### config.mk
export PLATFORM = sky130hd
export DESIGN_NAME = box_blur_3x3_edge_mean_core
export DESIGN_NICKNAME = d
export VERILOG_FILES = /design/src/rtl/bbm_pkg.sv /design/src/rtl/bbm_line_store.sv /design/src/rtl/bbm_mean.sv /design/src/rtl/bbm_out_fifo.sv /design/src/rtl/box_blur_3x3_edge_mean_core.sv
export SDC_FILE = /design/constraint.sdc
export NUM_CORES = 2
export LEC_CHECK = 0
export BUFFER_PORTS_ARGS = -buffer_cell sky130_fd_sc_hd__buf_2
export CAP_MARGIN = 10
export CORE_ASPECT_RATIO = 0.8
export CORE_UTILIZATION = 45
export DETAILED_ROUTE_END_ITERATION = 8
export SYNTH_ARGS = -nofsm -noshare
export SYNTH_HDL_FRONTEND = slang
export SYNTH_SLANG_ARGS = --single-unit
### constraint.sdc
create_clock -name clk -period 16.8 [get_ports clk]
set_input_delay 3.36 -clock clk [delete_from_list [all_inputs] [get_ports clk]]
set_output_delay 3.36 -clock clk [all_outputs]
set_load 0.005 [all_outputs]
### src/rtl/bbm_pkg.sv
// ----------------------------------------------------------------------------
// bbm_pkg
// Shared types, constants and divide tables for the 3x3 edge-aware box blur.
// ----------------------------------------------------------------------------
`default_nettype none

package bbm_pkg;

    // field and register widths
    localparam int SAMPLE_W   = 16;
    localparam int CFG_DATA_W = 13;
    localparam int ROW_W      = 12;

    // register reset values and limits
    localparam int FRAME_WIDTH_RESET  = 32;
    localparam int FRAME_HEIGHT_RESET = 32;
    localparam int MAX_HEIGHT         = 4096;

    // register indexes on the configuration port
    localparam logic REG_FRAME_WIDTH  = 1'b0;
    localparam logic REG_FRAME_HEIGHT = 1'b1;

    // result buffer depth (power of two)
    localparam int FIFO_DEPTH = 8;

    // mean datapath: the biased sum is always non-negative and below 2^20
    localparam int COL_SUM_W   = 18;
    localparam int SUM_W       = 20;
    localparam int RECIP_W     = 25;
    localparam int RECIP_SHIFT = 24;
    localparam int OFFSET_W    = 19;
    localparam int PROD_W      = SUM_W + RECIP_W;
    // 36 * 8192: a multiple of every divisor, equal in magnitude to nine full-scale negatives
    localparam logic [SUM_W-1:0] SUM_BIAS = 20'd294912;

    typedef logic signed [SAMPLE_W-1:0] sample_t;

    // 3x3 window, indexed [row][col]; row 2 is the newest row, col 2 the newest column
    typedef sample_t [2:0][2:0] window_t;

    typedef enum logic [1:0] {
        S_IDLE,
        S_LOAD,
        S_EMIT
    } state_t;

    // one mean request: first used column and first used row of the window
    typedef struct packed {
        logic       valid;
        logic [1:0] clo;
        logic [1:0] rlo;
        logic       last_of_run;
        logic       last_of_frame;
    } mean_req_t;

    typedef struct packed {
        sample_t blurred;
        logic    last_of_run;
        logic    last_of_frame;
    } result_t;

    // ceil(2^24 / count); exact floor for biased sums below 2^20
    function automatic logic [RECIP_W-1:0] div_recip(input logic [3:0] cnt);
        logic [RECIP_W-1:0] m;
        case (cnt)
            4'd1:    m = 25'd16777216;
            4'd2:    m = 25'd8388608;
            4'd3:    m = 25'd5592406;
            4'd4:    m = 25'd4194304;
            4'd6:    m = 25'd2796203;
            4'd9:    m = 25'd1864136;
            default: m = 25'd16777216;
        endcase
        return m;
    endfunction

    // bias divided by count, removed after the divide
    function automatic logic [OFFSET_W-1:0] div_offset(input logic [3:0] cnt);
        logic [OFFSET_W-1:0] o;
        case (cnt)
            4'd1:    o = 19'd294912;
            4'd2:    o = 19'd147456;
            4'd3:    o = 19'd98304;
            4'd4:    o = 19'd73728;
            4'd6:    o = 19'd49152;
            4'd9:    o = 19'd32768;
            default: o = 19'd294912;
        endcase
        return o;
    endfunction

endpackage

`default_nettype wire

### src/rtl/bbm_line_store.sv
// ----------------------------------------------------------------------------
// bbm_line_store
// Two row memories (row two above, row just above), one shared write address
// and one shared read address, read data registered.
// ----------------------------------------------------------------------------
`default_nettype none

module bbm_line_store import bbm_pkg::*;
#(
    parameter int DEPTH = 32
)
(
    input  wire logic                                  clk,
    input  wire logic                                  we,
    input  wire logic [((DEPTH > 1) ? $clog2(DEPTH) : 1)-1:0] waddr,
    input  wire sample_t                               upper_wdata,
    input  wire sample_t                               middle_wdata,
    input  wire logic [((DEPTH > 1) ? $clog2(DEPTH) : 1)-1:0] raddr,
    output sample_t                                    upper_rdata,
    output sample_t                                    middle_rdata
);

    sample_t upper_mem  [DEPTH];
    sample_t middle_mem [DEPTH];

    // write both rows at one column, read both rows at one column
    always_ff @(posedge clk)
    begin
        if (we)
        begin
            upper_mem[waddr]  <= upper_wdata;
            middle_mem[waddr] <= middle_wdata;
        end
        upper_rdata  <= upper_mem[raddr];
        middle_rdata <= middle_mem[raddr];
    end

endmodule

`default_nettype wire

### src/rtl/bbm_mean.sv
// ----------------------------------------------------------------------------
// bbm_mean
// Four-stage mean of the selected part of the 3x3 window: column sums,
// biased total, reciprocal multiply, bias removal. Floors toward minus infinity.
// ----------------------------------------------------------------------------
`default_nettype none

module bbm_mean import bbm_pkg::*;
(
    input  wire logic      clk,
    input  wire logic      rst_n,
    input  wire mean_req_t req,
    input  wire window_t   win,
    output logic           res_valid,
    output result_t        res
);

    logic signed [COL_SUM_W-1:0] col_sum [3];
    logic [1:0]                  ncol;
    logic [1:0]                  nrow;
    logic [3:0]                  cnt;

    logic                        s1_valid_reg;
    logic signed [COL_SUM_W-1:0] s1_sum_reg [3];
    logic [3:0]                  s1_cnt_reg;
    logic                        s1_lr_reg;
    logic                        s1_lf_reg;

    logic signed [SUM_W-1:0]     total;
    logic [SUM_W-1:0]            biased;
    logic                        s2_valid_reg;
    logic [SUM_W-1:0]            s2_u_reg;
    logic [3:0]                  s2_cnt_reg;
    logic                        s2_lr_reg;
    logic                        s2_lf_reg;

    logic [PROD_W-1:0]           prod;
    logic                        s3_valid_reg;
    logic [SUM_W-1:0]            s3_q_reg;
    logic [3:0]                  s3_cnt_reg;
    logic                        s3_lr_reg;
    logic                        s3_lf_reg;

    logic [SUM_W-1:0]            diff;
    logic                        s4_valid_reg;
    result_t                     s4_res_reg;

    // column sums over the rows in use, unused columns forced to zero
    always_comb
    begin
        for (int c = 0; c < 3; c++)
        begin
            col_sum[c] = '0;
            for (int r = 0; r < 3; r++)
            begin
                if (2'(r) >= req.rlo && 2'(c) >= req.clo)
                begin
                    col_sum[c] = col_sum[c] + COL_SUM_W'(win[r][c]);
                end
            end
        end
    end

    // number of positions in the neighborhood
    assign ncol = 2'd3 - req.clo;
    assign nrow = 2'd3 - req.rlo;
    assign cnt  = {2'b00, ncol} * {2'b00, nrow};

    // total plus bias, never negative
    assign total  = SUM_W'(s1_sum_reg[0]) + SUM_W'(s1_sum_reg[1]) + SUM_W'(s1_sum_reg[2]);
    assign biased = $unsigned(total) + SUM_BIAS;

    // divide by reciprocal multiply
    assign prod = PROD_W'(s2_u_reg) * PROD_W'(div_recip(s2_cnt_reg));

    // remove the divided bias
    assign diff = s3_q_reg - SUM_W'(div_offset(s3_cnt_reg));

    // stage valids
    always_ff @(posedge clk or negedge rst_n)
    begin
        if (!rst_n)
        begin
            s1_valid_reg <= 1'b0;
            s2_valid_reg <= 1'b0;
            s3_valid_reg <= 1'b0;
            s4_valid_reg <= 1'b0;
        end
        else
        begin
            s1_valid_reg <= req.valid;
            s2_valid_reg <= s1_valid_reg;
            s3_valid_reg <= s2_valid_reg;
            s4_valid_reg <= s3_valid_reg;
        end
    end

    // stage payloads
    always_ff @(posedge clk)
    begin
        s1_sum_reg[0] <= col_sum[0];
        s1_sum_reg[1] <= col_sum[1];
        s1_sum_reg[2] <= col_sum[2];
        s1_cnt_reg    <= cnt;
        s1_lr_reg     <= req.last_of_run;
        s1_lf_reg     <= req.last_of_frame;

        s2_u_reg      <= biased;
        s2_cnt_reg    <= s1_cnt_reg;
        s2_lr_reg     <= s1_lr_reg;
        s2_lf_reg     <= s1_lf_reg;

        s3_q_reg      <= prod[RECIP_SHIFT +: SUM_W];
        s3_cnt_reg    <= s2_cnt_reg;
        s3_lr_reg     <= s2_lr_reg;
        s3_lf_reg     <= s2_lf_reg;

        s4_res_reg.blurred       <= sample_t'(diff[SAMPLE_W-1:0]);
        s4_res_reg.last_of_run   <= s3_lr_reg;
        s4_res_reg.last_of_frame <= s3_lf_reg;
    end

    assign res_valid = s4_valid_reg;
    assign res       = s4_res_reg;

endmodule

`default_nettype wire

### src/rtl/bbm_out_fifo.sv
// ----------------------------------------------------------------------------
// bbm_out_fifo
// Small result buffer between the mean pipeline and the output channel;
// the issuer keeps it from overflowing by counting credits.
// ----------------------------------------------------------------------------
`default_nettype none

module bbm_out_fifo import bbm_pkg::*;
(
    input  wire logic    clk,
    input  wire logic    rst_n,
    input  wire logic    push,
    input  wire result_t din,
    input  wire logic    pop,
    output logic         not_empty,
    output result_t      dout
);

    localparam int PTR_W = $clog2(FIFO_DEPTH);
    localparam int CNT_W = $clog2(FIFO_DEPTH + 1);

    result_t          buf_mem [FIFO_DEPTH];
    logic [PTR_W-1:0] wr_ptr_reg;
    logic [PTR_W-1:0] rd_ptr_reg;
    logic [CNT_W-1:0] count_reg;
    logic [CNT_W-1:0] count_next;

    // occupancy
    always_comb
    begin
        count_next = count_reg;
        case ({push, pop})
            2'b10:   count_next = count_reg + CNT_W'(1);
            2'b01:   count_next = count_reg - CNT_W'(1);
            default: count_next = count_reg;
        endcase
    end

    // pointers and count
    always_ff @(posedge clk or negedge rst_n)
    begin
        if (!rst_n)
        begin
            wr_ptr_reg <= '0;
            rd_ptr_reg <= '0;
            count_reg  <= '0;
        end
        else
        begin
            if (push)
            begin
                wr_ptr_reg <= wr_ptr_reg + PTR_W'(1);
            end
            if (pop)
            begin
                rd_ptr_reg <= rd_ptr_reg + PTR_W'(1);
            end
            count_reg <= count_next;
        end
    end

    // storage
    always_ff @(posedge clk)
    begin
        if (push)
        begin
            buf_mem[wr_ptr_reg] <= din;
        end
    end

    assign not_empty = (count_reg != '0);
    assign dout      = buf_mem[rd_ptr_reg];

endmodule

`default_nettype wire

### src/rtl/box_blur_3x3_edge_mean_core.sv
// ----------------------------------------------------------------------------
// box_blur_3x3_edge_mean_core
// Streaming 3x3 box blur with edge-aware divisor over a raster frame of
// signed Q4.11 samples; two row memories hold the previous rows.
// ----------------------------------------------------------------------------
// Usage:
//   s_axis carries one sample per item in raster order. m_axis carries the
//   floored mean of each position's in-bounds 3x3 neighborhood, in raster
//   order; tlast marks the last result an input item causes, tuser the
//   result for the final position of the frame.
//   An input at column x of row y (y >= 1) releases the result for column
//   x-1 of row y-1, and at the row's last column also column x of row y-1.
//   The final input of a frame then flushes the whole last row.
//   Each item passes through a row memory read-modify-write: read, load
//   the window and write back, then issue one result per cycle while
//   buffer credits last. The frame-end flush sweeps the row memories one
//   column at a time, loading the window and issuing as for an input item.
//   The first result of an item reaches m_axis after the load, the issue,
//   the 4-stage mean pipeline and the buffer write.
//   When m_axis stalls, results collect in an 8-entry buffer; issue waits
//   on buffer credits and s_axis holds off until the item's results issue.
//   Reset clears the position counters, sets height to 32 and width to 32 (at most MAX_WIDTH).
//   Row memories are not cleared; a configuration write restarts the frame.
// ----------------------------------------------------------------------------
`default_nettype none

module box_blur_3x3_edge_mean_core import bbm_pkg::*;
#(
    parameter int MAX_WIDTH = 32
)
(
    input  wire logic                  clk,
    input  wire logic                  rst_n,
    // input items
    input  wire logic                  s_axis_tvalid,
    output logic                       s_axis_tready,
    input  wire logic signed [15:0]    s_axis_tdata,   // [15:0] sample
    // result items
    output logic                       m_axis_tvalid,
    input  wire logic                  m_axis_tready,
    output logic signed [15:0]         m_axis_tdata,   // [15:0] blurred
    output logic                       m_axis_tlast,
    output logic                       m_axis_tuser,   // [0] last_of_frame
    // configuration writes
    input  wire logic                  cfg_wen,
    input  wire logic                  cfg_index,
    input  wire logic [CFG_DATA_W-1:0] cfg_data
);

    localparam int XW    = (MAX_WIDTH > 1) ? $clog2(MAX_WIDTH) : 1;
    localparam int CNT_W = $clog2(FIFO_DEPTH + 1);
    localparam logic [6:0] MAXW_V = 7'(MAX_WIDTH);
    localparam int RST_COLS = (FRAME_WIDTH_RESET > MAX_WIDTH) ? MAX_WIDTH : FRAME_WIDTH_RESET;
    localparam logic [XW-1:0]    RST_LAST_COL = XW'(RST_COLS - 1);
    localparam logic [ROW_W-1:0] RST_LAST_ROW = ROW_W'(FRAME_HEIGHT_RESET - 1);

    state_t            state_reg, state_next;
    logic [XW-1:0]     cur_col_reg, cur_col_next;
    logic [XW-1:0]     col_reg, col_next;
    logic [ROW_W-1:0]  row_reg, row_next;
    logic              flushing_reg, flushing_next;
    logic [1:0]        pend_reg, pend_next;
    logic [1:0]        rlo_reg, rlo_next;
    sample_t           sample_reg;
    window_t           window_reg, window_next;
    logic [XW-1:0]     last_col_reg, last_col_next;
    logic [ROW_W-1:0]  last_row_reg, last_row_next;
    logic [CNT_W-1:0]  credit_reg, credit_next;

    logic              in_acc;
    logic              out_acc;
    logic              credit_ok;
    logic              at_last_col;
    logic              frame_end;
    logic [1:0]        remain;
    logic              issue;
    logic              step_done;
    logic              go_load;
    logic              row_active;
    logic              mem_we;
    sample_t           upper_rd;
    sample_t           middle_rd;
    mean_req_t         req;
    logic              res_valid;
    result_t           res;
    result_t           out_res;
    logic [5:0]        wreq;
    logic [12:0]       hreq;

    assign in_acc  = s_axis_tvalid && s_axis_tready;
    assign out_acc = m_axis_tvalid && m_axis_tready;

    // row memories
    bbm_line_store #(
        .DEPTH (MAX_WIDTH)
    ) u_lines (
        .clk          (clk),
        .we           (mem_we),
        .waddr        (cur_col_reg),
        .upper_wdata  (middle_rd),
        .middle_wdata (sample_reg),
        .raddr        (cur_col_next),
        .upper_rdata  (upper_rd),
        .middle_rdata (middle_rd)
    );

    // position decode
    assign at_last_col = (cur_col_reg == last_col_reg);
    assign frame_end   = at_last_col && (row_reg == last_row_reg);
    assign credit_ok   = (credit_reg < CNT_W'(FIFO_DEPTH));
    assign remain      = pend_reg & ~(pend_reg[0] ? 2'b01 : 2'b10);
    assign row_active  = flushing_reg || (row_reg != '0);

    // next state
    always_comb
    begin
        state_next = state_reg;
        case (state_reg)
            S_IDLE:
            begin
                if (in_acc)
                begin
                    state_next = S_LOAD;
                end
            end
            S_LOAD:
            begin
                state_next = S_EMIT;
            end
            S_EMIT:
            begin
                if (step_done)
                begin
                    state_next = go_load ? S_LOAD : S_IDLE;
                end
            end
            default:
            begin
                state_next = S_IDLE;
            end
        endcase
    end

    // state outputs
    always_comb
    begin
        s_axis_tready     = 1'b0;
        mem_we            = 1'b0;
        issue             = 1'b0;
        step_done         = 1'b0;
        go_load           = 1'b0;
        req.valid         = 1'b0;
        req.clo           = 2'd0;
        req.rlo           = rlo_reg;
        req.last_of_run   = 1'b0;
        req.last_of_frame = 1'b0;
        case (state_reg)
            S_IDLE:
            begin
                s_axis_tready = 1'b1;
            end
            S_LOAD:
            begin
                // write back only for real input items, not during the flush sweep
                mem_we = !flushing_reg;
            end
            S_EMIT:
            begin
                issue     = (pend_reg != 2'b00) && credit_ok;
                step_done = (pend_reg == 2'b00) || (issue && remain == 2'b00);
                go_load   = step_done && (flushing_reg ? !at_last_col : frame_end);
                req.valid = issue;
                if (pend_reg[0])
                begin
                    req.clo = (cur_col_reg > XW'(1)) ? 2'd0 : 2'd1;
                end
                else
                begin
                    req.clo = (cur_col_reg != '0) ? 2'd1 : 2'd2;
                end
                req.last_of_run   = (remain == 2'b00) &&
                                    (flushing_reg ? at_last_col : !frame_end);
                req.last_of_frame = (remain == 2'b00) && flushing_reg && at_last_col;
            end
            default:
            begin
                s_axis_tready = 1'b0;
            end
        endcase
    end

    // column, row, window and pending results
    always_comb
    begin
        cur_col_next  = cur_col_reg;
        col_next      = col_reg;
        row_next      = row_reg;
        flushing_next = flushing_reg;
        pend_next     = pend_reg;
        rlo_next      = rlo_reg;
        window_next   = window_reg;

        if (in_acc)
        begin
            cur_col_next = col_reg;
        end

        if (state_reg == S_LOAD)
        begin
            // shift in the new column: flush uses the two stored rows only
            for (int r = 0; r < 3; r++)
            begin
                window_next[r][0] = window_reg[r][1];
                window_next[r][1] = window_reg[r][2];
            end
            window_next[0][2] = upper_rd;
            window_next[1][2] = flushing_reg ? upper_rd : middle_rd;
            window_next[2][2] = flushing_reg ? middle_rd : sample_reg;
            pend_next = {row_active && at_last_col, row_active && (cur_col_reg != '0)};
            if (flushing_reg)
            begin
                rlo_next = (row_reg != '0) ? 2'd1 : 2'd2;
            end
            else
            begin
                rlo_next = (row_reg > ROW_W'(1)) ? 2'd0 : 2'd1;
            end
        end

        if (issue)
        begin
            pend_next = remain;
        end

        if (step_done)
        begin
            if (go_load)
            begin
                // start or continue the flush sweep
                cur_col_next  = flushing_reg ? (cur_col_reg + XW'(1)) : '0;
                flushing_next = 1'b1;
            end
            else if (flushing_reg)
            begin
                // flush finished: next frame starts at the origin
                flushing_next = 1'b0;
                col_next      = '0;
                row_next      = '0;
            end
            else if (at_last_col)
            begin
                col_next = '0;
                row_next = row_reg + ROW_W'(1);
            end
            else
            begin
                col_next = col_reg + XW'(1);
            end
        end

        if (cfg_wen)
        begin
            col_next = '0;
            row_next = '0;
        end
    end

    // clamp register writes to the supported frame size (width from data bits [5:0] only)
    assign wreq = cfg_data[5:0];
    assign hreq = cfg_data[12:0];

    always_comb
    begin
        last_col_next = last_col_reg;
        last_row_next = last_row_reg;
        if (cfg_wen)
        begin
            case (cfg_index)
                REG_FRAME_WIDTH:
                begin
                    if (wreq == 6'd0)
                    begin
                        last_col_next = '0;
                    end
                    else if ({1'b0, wreq} > MAXW_V)
                    begin
                        last_col_next = XW'(MAX_WIDTH - 1);
                    end
                    else
                    begin
                        last_col_next = XW'(wreq - 6'd1);
                    end
                end
                REG_FRAME_HEIGHT:
                begin
                    if (hreq == 13'd0)
                    begin
                        last_row_next = '0;
                    end
                    else if (hreq > 13'(MAX_HEIGHT))
                    begin
                        last_row_next = ROW_W'(MAX_HEIGHT - 1);
                    end
                    else
                    begin
                        last_row_next = ROW_W'(hreq - 13'd1);
                    end
                end
                default:
                begin
                    last_col_next = last_col_reg;
                end
            endcase
        end
    end

    // result credits: issued and not yet taken at the output
    always_comb
    begin
        credit_next = credit_reg;
        case ({issue, out_acc})
            2'b10:   credit_next = credit_reg + CNT_W'(1);
            2'b01:   credit_next = credit_reg - CNT_W'(1);
            default: credit_next = credit_reg;
        endcase
    end

    // control registers
    always_ff @(posedge clk or negedge rst_n)
    begin
        if (!rst_n)
        begin
            state_reg    <= S_IDLE;
            cur_col_reg  <= '0;
            col_reg      <= '0;
            row_reg      <= '0;
            flushing_reg <= 1'b0;
            pend_reg     <= 2'b00;
            rlo_reg      <= 2'd0;
            last_col_reg <= RST_LAST_COL;
            last_row_reg <= RST_LAST_ROW;
            credit_reg   <= '0;
        end
        else
        begin
            state_reg    <= state_next;
            cur_col_reg  <= cur_col_next;
            col_reg      <= col_next;
            row_reg      <= row_next;
            flushing_reg <= flushing_next;
            pend_reg     <= pend_next;
            rlo_reg      <= rlo_next;
            last_col_reg <= last_col_next;
            last_row_reg <= last_row_next;
            credit_reg   <= credit_next;
        end
    end

    // payload registers
    always_ff @(posedge clk)
    begin
        if (in_acc)
        begin
            sample_reg <= s_axis_tdata;
        end
        window_reg <= window_next;
    end

    // mean pipeline
    bbm_mean u_mean (
        .clk       (clk),
        .rst_n     (rst_n),
        .req       (req),
        .win       (window_reg),
        .res_valid (res_valid),
        .res       (res)
    );

    // result buffer
    bbm_out_fifo u_fifo (
        .clk       (clk),
        .rst_n     (rst_n),
        .push      (res_valid),
        .din       (res),
        .pop       (out_acc),
        .not_empty (m_axis_tvalid),
        .dout      (out_res)
    );

    assign m_axis_tdata = out_res.blurred;
    assign m_axis_tlast = out_res.last_of_run;
    assign m_axis_tuser = out_res.last_of_frame;

endmodule

`default_nettype wire

Yosys cells after proc, flatten, opt, wreduce, memory -nomap -nowiden
Memory sizes are Yosys's and may differ from the RTL's. A register that Yosys moved wholly into a read port is not among the register bits.
Cells that the tools add are included.
Widths: inputs -> output; s select.
{"block": "totals", "n_memories": 4, "out_inout_bits": 20, "input_bits": 35, "ramBits": 1222, "wordCells": 208, "register_bits": 296}
{"block": "classes", "n_addsub": 23, "mul": 2, "n_eq_ne": 21, "mux": 59, "order_cmp": 11, "n_reduce_logical": 44, "bitwise": 3}
{"memory": "u_lines.middle_mem", "words": 32, "width": 16, "read_ports": 1, "rd_ports_with_merged_regs": 1, "write_ports": 1, "line": "bbm_line_store.sv:24", "text": "sample_t middle_mem [DEPTH];"}
{"memory": "u_lines.upper_mem", "words": 32, "width": 16, "read_ports": 1, "rd_ports_with_merged_regs": 1, "write_ports": 1, "line": "bbm_line_store.sv:23", "text": "sample_t upper_mem [DEPTH];"}
{"memory": "u_fifo.buf_mem", "words": 8, "width": 18, "read_ports": 1, "rd_ports_with_merged_regs": 0, "write_ports": 1, "line": "bbm_out_fifo.sv:22", "text": "result_t buf_mem [FIFO_DEPTH];"}
{"memory": "u_mean.s1_sum_reg", "words": 3, "width": 18, "read_ports": 3, "rd_ports_with_merged_regs": 0, "write_ports": 3, "line": "bbm_mean.sv:24", "text": "logic signed [COL_SUM_W-1:0] s1_sum_reg [3];"}
{"operator": "$mux 18", "n": 9}
{"operator": "$pmux 25 s5", "n": 1}
{"operator": "$add 18x16->18", "n": 6}
{"operator": "$mux 12", "n": 7}
{"operator": "$pmux 16 s5", "n": 1}
{"operator": "$mux 5", "n": 11}
{"operator": "$mul 20x25->40", "n": 1}
{"operator": "$mux 16", "n": 2}
{"operator": "$add 19x18->20", "n": 1}
{"operator": "$add 20x19->20 const B", "n": 1}
{"operator": "$logic_and 1x1->1", "n": 20}
{"operator": "$add 18x18->19", "n": 1}
{"operator": "$mux 2", "n": 9}
{"operator": "$eq 4x2->1 const B", "n": 4}
{"operator": "$eq 4x3->1 const B", "n": 4}
{"operator": "$pmux 4 s2", "n": 2}
{"operator": "$sub 16x16->16", "n": 1}
{"operator": "$mux 1", "n": 15}
{"operator": "$gt 13x13->1 const B", "n": 1}
{"operator": "$logic_not 13->1", "n": 1}
{"operator": "$add 12x1->12 const B", "n": 1}
{"operator": "$eq 12x12->1", "n": 1}
{"operator": "$gt 12x1->1 const B", "n": 1}
{"operator": "$reduce_bool 12->1", "n": 1}
{"operator": "33 further kinds", "n": 61}

Depth between registers and ports, before layout
{"block": "depth", "depth_word": 11, "ltp_mapped": 30, "depth_no_buf": 28}

By module
From an unflattened synthesis, not the netlist that was laid out.
{"block": "unflattened", "hier_cells": 5212, "area_unflattened_um2": 75005.7}
{"mod": "bbm_line_store", "area_each_um2": 40495.1, "cells_each": 2261, "instances": 1, "seq_area_each_um2": 31390.1}
{"mod": "bbm_mean", "area_each_um2": 20100.5, "cells_each": 2135, "instances": 1, "seq_area_each_um2": 2622.5}
{"mod": "box_blur_3x3_edge_mean_core", "area_each_um2": 8308.0, "cells_each": 550, "instances": 1, "seq_area_each_um2": 6068.3}
{"mod": "bbm_out_fifo", "area_each_um2": 6102.1, "cells_each": 266, "instances": 1, "seq_area_each_um2": 4574.4}

Worst setup path after synthesis
No wires, ideal clock.
{"block": "synth_timing", "kind": "reg-to-reg", "startpoint": "register u_mean.s2_cnt_reg[1]", "endpoint": "register u_mean.s3_q_reg[14]", "period_less_slack_ps": 7456, "t_required_ps": 16728, "setup_slack_ps": 9344, "n_path_buf": 2, "setup_time_ps": 72, "t_arrival_ps": 7384, "stages_incl_launch_ff": 28, "path_cell_list": "dfxtp_1 -> nor4bb_1 -> clkbuf_1 -> buf_1 -> nand2_1 -> fa_1 -> inv_1 -> fa_1 -> fa_1 -> inv_1 -> fa_1 -> inv_1 -> fa_1 -> fa_1 -> inv_1 -> fa_1 -> inv_1 -> ha_1 -> a21o_1 -> a21o_1 -> a2111oi_0 -> o21ai_0 -> o211ai_1 -> a21oi_1 -> o2111ai_1 -> nand3b_1 -> a21oi_1 -> xnor2_1"}
{"block": "synth_via", "elab_chain_cells": 3, "elab_cells_between_ends": 7, "classes_between": "mul: 1; eq/ne: 5; mux: 1"}
{"item": "start: declaration", "line": "bbm_mean.sv:33", "text": "logic [3:0] s2_cnt_reg;"}
{"item": "start signal: assignment", "line": "bbm_mean.sv:109", "text": "s2_cnt_reg <= s1_cnt_reg;"}
{"item": "$eq 4x4->1, or another cell as far along", "line": "bbm_pkg.sv:65", "text": "case (cnt)"}
{"item": "$pmux 25 s5 *", "line": "bbm_pkg.sv:65"}
{"item": "$mul 20x25->40 *", "line": "bbm_mean.sv:74", "text": "assign prod = PROD_W'(s2_u_reg) * PROD_W'(div_recip(s2_cnt_reg));"}
{"item": "named net u_mean.prod[38]", "line": "bbm_mean.sv:37", "text": "logic [PROD_W-1:0] prod;"}
{"item": "end signal: assignment", "line": "bbm_mean.sv:113", "text": "s3_q_reg <= prod[RECIP_SHIFT +: SUM_W];"}
{"item": "end: declaration", "line": "bbm_mean.sv:39", "text": "logic [SUM_W-1:0] s3_q_reg;"}
The timed path passes the listed nets; every way through them passes the cells marked *.
A chain may end at the register's enable or synchronous reset.

Final worst setup path
{"block": "layout_timing", "startpoint": "input s_axis_tvalid", "endpoint": "register u_lines.upper_rdata[0], read port of u_lines.upper_mem"}
{"block": "layout_via", "elab_chain_cells": 4}
{"item": "start: declaration", "line": "box_blur_3x3_edge_mean_core.sv:35", "text": "input wire logic s_axis_tvalid,"}
{"item": "$logic_and 1x1->1 *", "line": "box_blur_3x3_edge_mean_core.sv:90", "text": "assign in_acc = s_axis_tvalid && s_axis_tready;"}
{"item": "named net in_acc", "line": "box_blur_3x3_edge_mean_core.sv:70", "text": "logic in_acc;"}
{"item": "$mux 5 *", "line": "box_blur_3x3_edge_mean_core.sv:203", "text": "if (in_acc)"}
{"item": "$mux 5", "line": "box_blur_3x3_edge_mean_core.sv:237", "text": "if (go_load)"}
{"item": "$mux 5 *", "line": "box_blur_3x3_edge_mean_core.sv:235", "text": "if (step_done)"}
{"item": "end: declaration", "line": "bbm_line_store.sv:19", "text": "output sample_t upper_rdata,"}
Marks and branches as above.

==> impl_metrics.ini <==
[global_route]
grt_pass1_wl_um = 291000
grt_max_degree = 217
grt.total_usage_pct = 22.9
grt_pass1_vias = 46000
antenna_found_initial = 7
gr-total-overflow = 0

[clock_tree]
cts-root-buf = clkbuf_16
ctsLongestPathBuffers = 3
cts.clk_slew.worst_paths_ns = 0.06
cts_setup_buffers = 0
clk-insertion-delay-late_ns = 0.83
cts_resized = 0
cts_hold_repair.buffers = 0
numCtsBuffers = 152
cts_tree = yes
cts-htree-levels = 4
cts.sinks = 1550

[place]
place_congestion = 0.895
dp_hpwl_um = 112000
port_buffers = 54

[floorplan]
start_util_pct = 45.6
die_w_um = 459
die_area_mm2 = 0.169
boundaryPins = 55
die_h_um = 368
placementRows = 133
coreArea_mm2 = 0.165

[setup_path]
crit_fanout = 93
arrival_ns = 9.64
endpoint_kind = register
path_class = in -> reg
startpoint_type = primary input
required_ns = 17.53

[final_layout]
drive_gt1_share_pct = 9.61
syn_to_final_growth_pct = 10.7
final_util_pct = 50.5
top_regs = u_lines.middle_mem (512), u_lines.upper_mem (512)
final_net_count = 6671

[synthesis]
netlist_top_cells_count = edfxtp_1, nand2_1, inv_1
synth.ff_latch_count = 1550
postSynthAreaPerCell_um2 = 12.6
synth_top_area_share_pct = 52.9
synth_flop_cell = edfxtp_1
ys_warn_count = 0
yosysMostFrequentCell = edfxtp_1
synth_area_leaders = edfxtp_1, fa_1, nand2_1
synth_cells = 5982
synthArstFlopShare_pct = 4.13
synth_edf_count = 1328
synth_cell_types = 81
ys_seq_area_share_pct = 59.3
synth_area_mm2 = 0.0753
yosysTopAreaCell = edfxtp_1
syn_nets = 6634

[detailed_routing]
viasPerCell = 5.59
avgRoutedWirePerCell_um = 23.3
drt_iter0_markers = 5016
dr_total_vias = 46800
drt_drc_violations_left = 0
antenna_left = 0
first_pass_iters = 5
wirelength_um = 195000

[sta]
slew_viol_final = 0
final.min_clock_period_ns = 8.91
worstMarginPinSlew_ns = 1.27
skew_ns = 0.0553
tns_ns = 0
fmax_mhz = 112
finalSetupViolCount = 0
finalCritPeriodShare_pct = 53.0
rsz0062_at_grt = no
finalHoldViolCount = 0
slew_headroom_pct = 15.4

[worst_hold_path]
worstHoldPathType = reg -> reg

[run_status]
status = complete, no violations

[job]
cap_violations = 0
[worst max-delay path, cell delays in order]
cell      delay (ns)
buf_2           0.18
nand2_1         0.14
inv_2           0.51
mux2_2          0.44
or2_1           0.27
o31ai_4         0.06
buf_4           0.31
or2_4           0.72
buf_4           0.76
buf_4           0.84
buf_4           0.86
a211oi_1        0.18
a311oi_1        0.29
a31oi_1         0.08
a22o_1          0.31
a221oi_2        0.16
[cells in the final DEF, fill, tap and decap left out, types with 34 or more instances in the layout]
cell / instances
o21ai_0: 71
and3_1: 78
a311oi_1: 129
ha_1: 285
a21oi_1: 97
buf_2: 54
clkbuf_16: 155
a211oi_1: 72
nor3_1: 109
edfxtp_1: 1328
fa_1: 332
buf_4: 105
nand3_1: 287
clkbuf_1: 34
xor2_1: 67
a31oi_1: 138
dfxtp_1: 157
mux4_2: 36
and2_1: 121
inv_1: 520
dfrtp_1: 52
mux2_2: 53
nor2_1: 196
xnor2_1: 104
a21o_1: 34
nand2_1: 1080
[path summary, 6_finish.rpt]
kind,from,endpoint,slack [ns],cells after the start
worst min register to register,u_mean.s3_lr_reg,u_mean.res[1],0.31,0
max in group asynchronous,rst_n,flushing_reg,13.44,2
worst min-delay path,u_mean.s3_lr_reg,u_mean.res[1],0.31,0
worst max register to register,u_mean.s2_cnt_reg[3],u_mean.s3_q_reg[15],7.93,24
worst max-delay path,s_axis_tvalid,u_lines.upper_rdata[0],7.89,16
min in group asynchronous,rst_n,last_row_reg[5],2.75,2
[cell families (layout without fill, tap and decap cells)]
| kind of cell | count (synthesis) | after routing | share of synthesized area [%] |
|---|---|---|---|
| simple gates | 2035 | 2035 | 12.0 |
| compound gates | 707 | 707 | 6.90 |
| fa+ha+maj | 621 | 621 | 13.6 |
| xor+xnor | 172 | 172 | 2.02 |
| mux | 95 | 95 | 1.95 |
| other cells | 0 | 3 | 0 |
| buf+inv | 802 | 967 | 4.26 |
| flops | 1550 | 1550 | 59.3 |
[through the flow]
step	setup slack [ns]	cell area (um2)	hold slack, ns	cells
after global routing	7.44	83400	0.327	8374
after floorplan	9.34	75300	0.310	5982
after detailed placement	7.06	78300	0.312	8090
after global placement	7.12	78300	0.310	8090
after CTS	7.86	83300	0.315	8372
final	7.89	83400	0.314	8377
[cell type report]
| type | instances | area, um2 |
|---|---|---|
| Fill cell | 14200 | 81900 |
| Timing Repair Buffer | 161 | 1100 |
| Clock buffer | 207 | 4250 |
| Clock inverter | 75 | 764 |
| Multi-Input combinational cell | 3630 | 27800 |
| Antenna cell | 3 | 7.51 |
| Sequential cell | 1550 | 44700 |
| Inverter | 524 | 2000 |
| Tap cell | 2227 | 2790 |
[layer usage]
| metal | track usage, % | wire (um) | vias to the layer above |
|---|---|---|---|
| li1 | - | - | 21200 |
| met1 | 32.7 | 85800 | 23600 |
| met2 | 36.7 | 91500 | 1701 |
| met3 | 3.37 | 13400 | 294 |
| met4 | 6.11 | 4360 | 0 |
| met5 | 0 | 0 | - |
Power is left out: the tool's default activity adds up to more than one toggle a clock period on the data nets, which glitch-free logic cannot reach.
